[config.mk]
export PLATFORM = sky130hd
export DESIGN_NAME = lpm_cell
export DESIGN_NICKNAME = d
export VERILOG_FILES = /design/src/hdl/lpm_pkg.sv /design/src/hdl/lpm_cell.sv
export SDC_FILE = /design/constraint.sdc
export NUM_CORES = 1
export LEC_CHECK = 0
export BUFFER_PORTS_ARGS = -buffer_cell sky130_fd_sc_hd__buf_4
export CAP_MARGIN = 0
export CORE_ASPECT_RATIO = 1.2
export CORE_UTILIZATION = 45
export DETAILED_ROUTE_END_ITERATION = 12
export PLACE_DENSITY = 0.76
export SYNTH_ARGS = -nofsm -noshare
export SYNTH_HDL_FRONTEND = slang
export SYNTH_SLANG_ARGS = --single-unit
[constraint.sdc]
create_clock -name clk -period 18.8 [get_ports clk]
set_input_delay 2.82 -clock clk [delete_from_list [all_inputs] [get_ports clk]]
set_output_delay 2.82 -clock clk [all_outputs]
set_load 0.1 [all_outputs]
[src/hdl/lpm_pkg.sv]
// ----------------------------------------------------------------------------
// lpm_pkg: shared types and constants for the IPv4 longest-prefix-match block
// Holds the command codes, the lookup token that walks the cell chain, the
// load bus that writes one cell, and the mask rank function.
// ----------------------------------------------------------------------------
package lpm_pkg;

  // Command codes carried by the command field of an item.
  localparam logic CMD_LOAD   = 1'b0;
  localparam logic CMD_LOOKUP = 1'b1;

  // Widths fixed by the item fields.
  localparam int unsigned ADDR_W   = 32;
  localparam int unsigned PORT_W   = 4;
  localparam int unsigned INDEX_W  = 8;
  localparam int unsigned COUNT_W  = 9;
  localparam int unsigned RANK_W   = 6;
  // Slot numbers are wide enough to name 65536 cells.
  localparam int unsigned SLOT_W   = 16;
  // Width used to compare a slot number against a count or a load index.
  localparam int unsigned CMP_W    = SLOT_W + 1;

  // Lookup token handed from cell to cell, one cell per cycle.
  typedef struct packed {
    logic [ADDR_W-1:0] dest;
    logic              hit;
    logic [RANK_W-1:0] rank;
    logic [SLOT_W-1:0] slot;
    logic [ADDR_W-1:0] hop;
    logic [PORT_W-1:0] port;
  } token_t;

  // Write of one routing entry, broadcast to all cells.
  typedef struct packed {
    logic               we;
    logic [INDEX_W-1:0] index;
    logic [ADDR_W-1:0]  prefix;
    logic [ADDR_W-1:0]  mask;
    logic [ADDR_W-1:0]  hop;
    logic [PORT_W-1:0]  port;
    logic [RANK_W-1:0]  rank;
  } load_t;

  // Number of leading one bits of a mask. The highest zero bit decides it.
  function automatic logic [RANK_W-1:0] lead_ones(input logic [ADDR_W-1:0] m);
    logic [RANK_W-1:0] n;
    n = RANK_W'(ADDR_W);
    for (int i = 0; i < ADDR_W; i++) begin
      if (!m[i]) begin
        n = RANK_W'(ADDR_W - 1 - i);
      end
    end
    return n;
  endfunction

endpackage

[src/hdl/lpm_cell.sv]
// ----------------------------------------------------------------------------
// lpm_cell: one routing entry and one stage of the lookup chain
// Stores one entry; a passing token takes it as best match if the cell is
// active, it matches and the token has none yet or a strictly shorter one.
// ----------------------------------------------------------------------------
module lpm_cell #(
  parameter int unsigned CELL_INDEX = 0
) (
  input  logic                          clk,
  input  logic                          rst,
  input  lpm_pkg::load_t                load,
  input  logic [lpm_pkg::COUNT_W-1:0]   active_count,
  input  logic                          tok_in_valid,
  input  lpm_pkg::token_t               tok_in,
  output logic                          tok_out_valid,
  output lpm_pkg::token_t               tok_out
);

  localparam logic [lpm_pkg::CMP_W-1:0]  CmpSlot = lpm_pkg::CMP_W'(CELL_INDEX);
  localparam logic [lpm_pkg::SLOT_W-1:0] SlotId  = lpm_pkg::SLOT_W'(CELL_INDEX);

  logic [lpm_pkg::ADDR_W-1:0] prefix;
  logic [lpm_pkg::ADDR_W-1:0] mask;
  logic [lpm_pkg::ADDR_W-1:0] hop;
  logic [lpm_pkg::PORT_W-1:0] port;
  logic [lpm_pkg::RANK_W-1:0] rank;

  logic            write_hit;
  logic            enabled;
  logic            take;
  lpm_pkg::token_t tok_next;

  assign write_hit = load.we &&
                     ({{(lpm_pkg::CMP_W - lpm_pkg::INDEX_W){1'b0}}, load.index} == CmpSlot);
  assign enabled   = {{(lpm_pkg::CMP_W - lpm_pkg::COUNT_W){1'b0}}, active_count} > CmpSlot;

  always_ff @(posedge clk) begin
    if (write_hit) begin
      prefix <= load.prefix;
      mask   <= load.mask;
      hop    <= load.hop;
      port   <= load.port;
      rank   <= load.rank;
    end
  end

  always_comb begin
    take     = enabled && ((tok_in.dest & mask) == prefix) &&
               (!tok_in.hit || (rank > tok_in.rank));
    tok_next = tok_in;
    if (take) begin
      tok_next.hit  = 1'b1;
      tok_next.rank = rank;
      tok_next.slot = SlotId;
      tok_next.hop  = hop;
      tok_next.port = port;
    end
  end

  always_ff @(posedge clk) begin
    if (rst) begin
      tok_out_valid <= 1'b0;
    end else begin
      tok_out_valid <= tok_in_valid;
    end
  end

  always_ff @(posedge clk) begin
    tok_out <= tok_next;
  end

endmodule

==> impl_metrics.ini, run 1 <==
[global_routing]
grt_max_degree = 75
track_usage_pct = 21.0
antenna_found_initial = 0
first_global_vias = 4547
grt-ovfl-total = 0
grt_pass1_wl_um = 22800

[floorplanning]
io-pin-count = 310
rows = 47
initial_utilization_pct = 46.1
die_h_um = 132
design.die.area_mm2 = 0.0146
die_w_um = 111
core_region_area_mm2 = 0.0138

[final_layout]
final_nets = 922
layout_common_cells = buf_4 (312), edfxtp_1 (106), dfxtp_1 (92)
final_common_cell = buf_4
ff_latch_area_mm2 = 0.00502
syn2layout_area_growth_pct = 48.6
antenna_cells = 0
multi_input_comb_area_mm2 = 0.00131
fin_cells = 882
n_fill_cell = 951
drive_gt1_share_pct = 54.3

[clocking]
clockBufferDepth = 2
clock-root-buffer = clkbuf_16
cts_hold_buf = 0
cts_tree = built
cts_buffers = 17
clk_latency_ns = 0.43
cts_sinks = 198
cts.clk_slew.worst_paths_ns = 0.06
postCtsSetupBuffers = 0
cts-resized-gates = 0
h-tree-depth = 4

[synth]
ys_warn_count = 0
synthCells = 373
ys_types = 31
seq_area_frac_synth_pct = 78.8
synth_area_mm2 = 0.00637
synth_area_per_cell_um2 = 17.1
syn_nets = 597
synth-seq-cells = 198

[timing]
worstMarginPinSlew_ns = 0.975
setup_viol = 0
max_slew_margin_pct = 35.0
finalHoldViolCount = 0
slew_viol_final = 0
setup_tns_ns = 0
layout_min_cycle_time_ns = 4.77
rsz0062_at_grt = no
fin_crit_sh_pct = 25.4
hold_slack_ns = 0.470
finClkSkew_ns = 0.00867
timing.fmax_ghz = 0.210

[detailed_routing]
routed_wl_um = 15100
vias_per_cell = 4.81
wl_met3_um = 978
wl_met1_um = 5320
firstDrtPassIters = 4
drt_iter0_drc = 214
wl_met2_um = 8190
drc_errors = 0
antenna_left = 0
wl_per_cell_um = 17.1
top_layer = met4
vias = 4245

[placed_design]
place_inst = 850
hpwlAfterDp_um = 11500
io_buffer_count = 309
gp_congestion = 0.811

[worst_setup_path]
rr_worst_depth = 7
arrival_ns = 4.81
cp-start-kind = input port
path_class = input port to flip-flop
endpoint_kind = flip-flop
crit_fanout = 74
worst-endpoint-required_ns = 18.85

[run_status]
status = finished clean

[power]
peakVddDrop_uv = 70.8
powerDensity_mw_per_mm2 = 99.7
power.leakage_nw = 4.09

[min_path]
min_path_type = flip-flop to flip-flop
hold_depth = 1

[flow_run]
maxCapViolations = 0
worst max-delay path, cell delays in order:
cell and delay (ns):
buf_4 0.11, nor4_1 0.29, nand3b_1 0.13, nor4_2 0.14, buf_4 0.42, buf_4 0.78
per-stage QoR:
| stage | area, um2 | total power [mW] | utilization [%] | worst slack, ns |
|---|---|---|---|---|
| final | 9470 | 0.944 | 68.5 | 14.03 |
| after global routing | 9470 | 0.972 | 68.5 | 13.89 |
| after CTS | 9470 | 0.950 | 68.5 | 14.06 |
| after detailed placement | 8920 | 0.620 | 64.6 | 13.60 |
| after global placement | 8920 | 0.618 | 64.6 | 13.73 |
| after floorplan | 6370 | 0.564 | - | 4.79 |
final timing paths:
path	start	to	slack, ns
max	load[108]	prefix[11]$_DFFE_PP_	14.03
max reg2reg	mask[11]$_DFFE_PP_	tok_out[54]$_DFF_P_	16.21
min reg2reg	port[1]$_DFFE_PP_	tok_out[1]$_DFF_P_	0.47
min	port[1]$_DFFE_PP_	tok_out[1]$_DFF_P_	0.47
cells by family (layout without fill, tap and decap cells):
group | count (synthesis) | after routing | share of synthesized area (%)
compound gates | 22 | 22 | 2.65
xor+xnor | 17 | 17 | 2.34
fa+ha+maj | 6 | 6 | 1.18
buf+inv | 14 | 352 | 0.962
flops | 198 | 198 | 78.8
mux | 42 | 42 | 7.66
simple gates | 74 | 74 | 6.38
sequential cells by signal, indices dropped and copies added (netlist names):
register / cells
tok_out: 91
prefix: 32
rank: 6
port: 4
tok_out_valid: 1
hop: 32
mask: 32
power by group:
group | internal (mW) | switching (mW)
Combinational | 0.0474 | 0.0937
Sequential | 0.466 | 0.00312
Clock | 0.187 | 0.148
routing by layer:
metal	track usage (%)	vias to the layer above
met3	6.57	39
met1	21.5	1975
met5	0	-
met2	37.6	216
li1	-	2015
met4	12.0	0
cell type report:
| type | instances | share of cell area, % |
|---|---|---|
| multi-input cells | 161 | 13.8 |
| well taps | 171 | 2.26 |
| clock buffers | 24 | 5.31 |
| repair buffers | 312 | 24.7 |
| inverters | 8 | 0.317 |
| flip-flops and latches | 198 | 53.1 |
| clock inverters | 8 | 0.462 |
cell usage after synthesis:
library cell,n,area share (%)
nand2_1,29,1.7
a222oi_1,1,0.16
nand3b_1,1,0.12
mux2_4,4,0.94
ha_1,6,1.2
buf_6,1,0.18
nor4_2,1,0.20
and2_1,16,1.6
o221ai_1,1,0.14
a21boi_0,3,0.35
nor2_1,1,0.059
a21oi_1,6,0.47
a21o_1,2,0.24
clkbuf_1,4,0.24
a2bb2oi_1,1,0.14
o2111ai_1,3,0.41
inv_1,8,0.47
a211oi_1,2,0.24
and3b_1,6,0.82
nor2b_1,1,0.098
xor2_1,17,2.3
buf_2,1,0.078
nand3_1,3,0.24
dfxtp_1,92,29
and3_1,4,0.39
a2111oi_2,1,0.24
mux2_2,38,6.7
nand4_1,6,0.59
o22a_1,2,0.27
edfxtp_1,106,50
nor4_1,6,0.59
Note: power is estimated with default switching activity, not from simulation.
==> run 2, diff against run 1 <==
CORE_UTILIZATION = 41   (was 45)
PLACE_DENSITY = 0.73   (was 0.76)
clock period = 4.37 ns   (was 18.8 ns; I/O delays follow)
==> impl_metrics.ini, run 2 (synthesis results as in run 1) <==
[clocking]
cts_buffers = 17
cts_tree = built
h-tree-depth = 4
cts_hold_buf = 0
clk_latency_ns = 0.43
clock-root-buffer = clkbuf_16
cts_sinks = 198
cts.clk_slew.worst_paths_ns = 0.07
clockBufferDepth = 2
postCtsSetupBuffers = 0
cts-resized-gates = 0

[worst_setup_path]
crit_buf_inv = 1
r2r-start = mask[23]$_DFFE_PP_
path_class = flip-flop to flip-flop
rr_worst_depth = 7
worstSetupPathDepth = 7
max_stage_delay_ns = 0.65
crit_chain = a21o_1 > a222oi_1 > o2111ai_1 > nor4_1 > o2111ai_4 > buf_4 > mux2_2
critPathLaunch = mask[23]$_DFFE_PP_
cp_top_family = compound AO/OA/AOI/OAI gates
crit_slowest_cell = nor4_1
crit_fanout = 58
endpoint_kind = flip-flop
worst-endpoint-required_ns = 4.68
cp-start-kind = flip-flop
arrival_ns = 3.01

[floorplanning]
io-pin-count = 310
initial_utilization_pct = 42.3
core_region_area_mm2 = 0.0151
rows = 49
design.die.area_mm2 = 0.0160
die_w_um = 116
die_h_um = 139

[power]
total_power_mw = 4.09
powerDensity_mw_per_mm2 = 428
power.leakage_nw = 4.09
peakVddDrop_uv = 266

[placed_design]
io_buffer_count = 309
gp_congestion = 0.856
place_ws_ns = 1.25
place_area_mm2 = 0.00899
hpwlAfterDp_um = 11400

[detailed_routing]
routed_wl_um = 14800
drt_iter0_drc = 164
wl_per_cell_um = 16.2
firstDrtPassIters = 4
antenna_left = 0
vias = 4224
drc_errors = 0
vias_per_cell = 4.62

[timing]
hold_slack_ns = 0.336
finClkSkew_ns = 0.0104
setup_viol = 0
worstMarginPinSlew_ns = 0.711
timing.fmax_ghz = 0.370
layout_min_cycle_time_ns = 2.70
slew_viol_final = 0
rsz0062_at_grt = no
setup_slack_ns = 1.67
fin_crit_sh_pct = 61.8
finalHoldViolCount = 0
max_slew_margin_pct = 52.2

[global_routing]
antenna_found_initial = 0
grt_max_degree = 107
first_global_vias = 4485
grt-ovfl-total = 0
track_usage_pct = 19.0
grt_pass1_wl_um = 22100

[final_layout]
fin_util_pct = 63.3
syn2layout_area_growth_pct = 49.8
top_register = tok_out
n_fill_cell = 1165
ff_latch_area_mm2 = 0.00502
layout_common_cells = buf_4 (310), edfxtp_1 (106), dfxtp_1 (92)
final_common_cell = buf_4
finalInstanceArea_mm2 = 0.00955
largest_register_ffs = 91
antenna_cells = 0
drive_gt1_share_pct = 54.6
final_nets = 921
multi_input_comb_area_mm2 = 0.00134

[min_path]
hold_depth = 1
min_path_type = input port to flip-flop
worstHoldStart = tok_in[87]

[flow_run]
maxCapViolations = 0

[run_status]
status = finished clean
## run 2: cell count changes in the layout (fill, tap and decap cells not counted), moves of 2 or more
cell and delta:
clkbuf_1 -2, inv_4 -2, clkinv_4 +2, inv_6 +4, buf_4 -2, clkbuf_8 -3, nor4_4 +2
## run 2: routing by layer
layer	share of wire, %	up-vias	global-route usage [%]
li1	-	2009	-
met1	33	1973	18.6
met2	55	197	33.5
met3	7.2	45	5.99
met4	5.0	0	12.6
met5	0	-	0
## run 2: path summary, 6_finish.rpt
kind,endpoint,slack (ns)
max,tok_out[6]$_DFF_P_,1.67
min,tok_out[87]$_DFF_P_,0.34
max reg2reg,tok_out[6]$_DFF_P_,1.67
min reg2reg,tok_out[29]$_DFF_P_,0.47
## run 2: area by class of cell
cell class / instances / share of cell area (%)
Clock buffer: 18 / 4.50
Clock inverter: 14 / 1.31
Inverter: 8 / 0.315
Multi-Input combinational cell: 161 / 14.0
Sequential cell: 198 / 52.6
Tap cell: 204 / 2.67
Timing Repair Buffer: 311 / 24.6
## run 2: power breakdown
group / internal, mW / switching, mW
Combinational: 0.204 / 0.402
Sequential: 2.00 / 0.0135
Clock: 0.792 / 0.673
## run 2: metrics by stage
step / std cells / setup TNS (ns)
floorplan: 373 / -49.34
global placement: 882 / 0
finish: 914 / 0
detailed placement: 882 / 0
global route: 914 / 0
CTS: 914 / 0
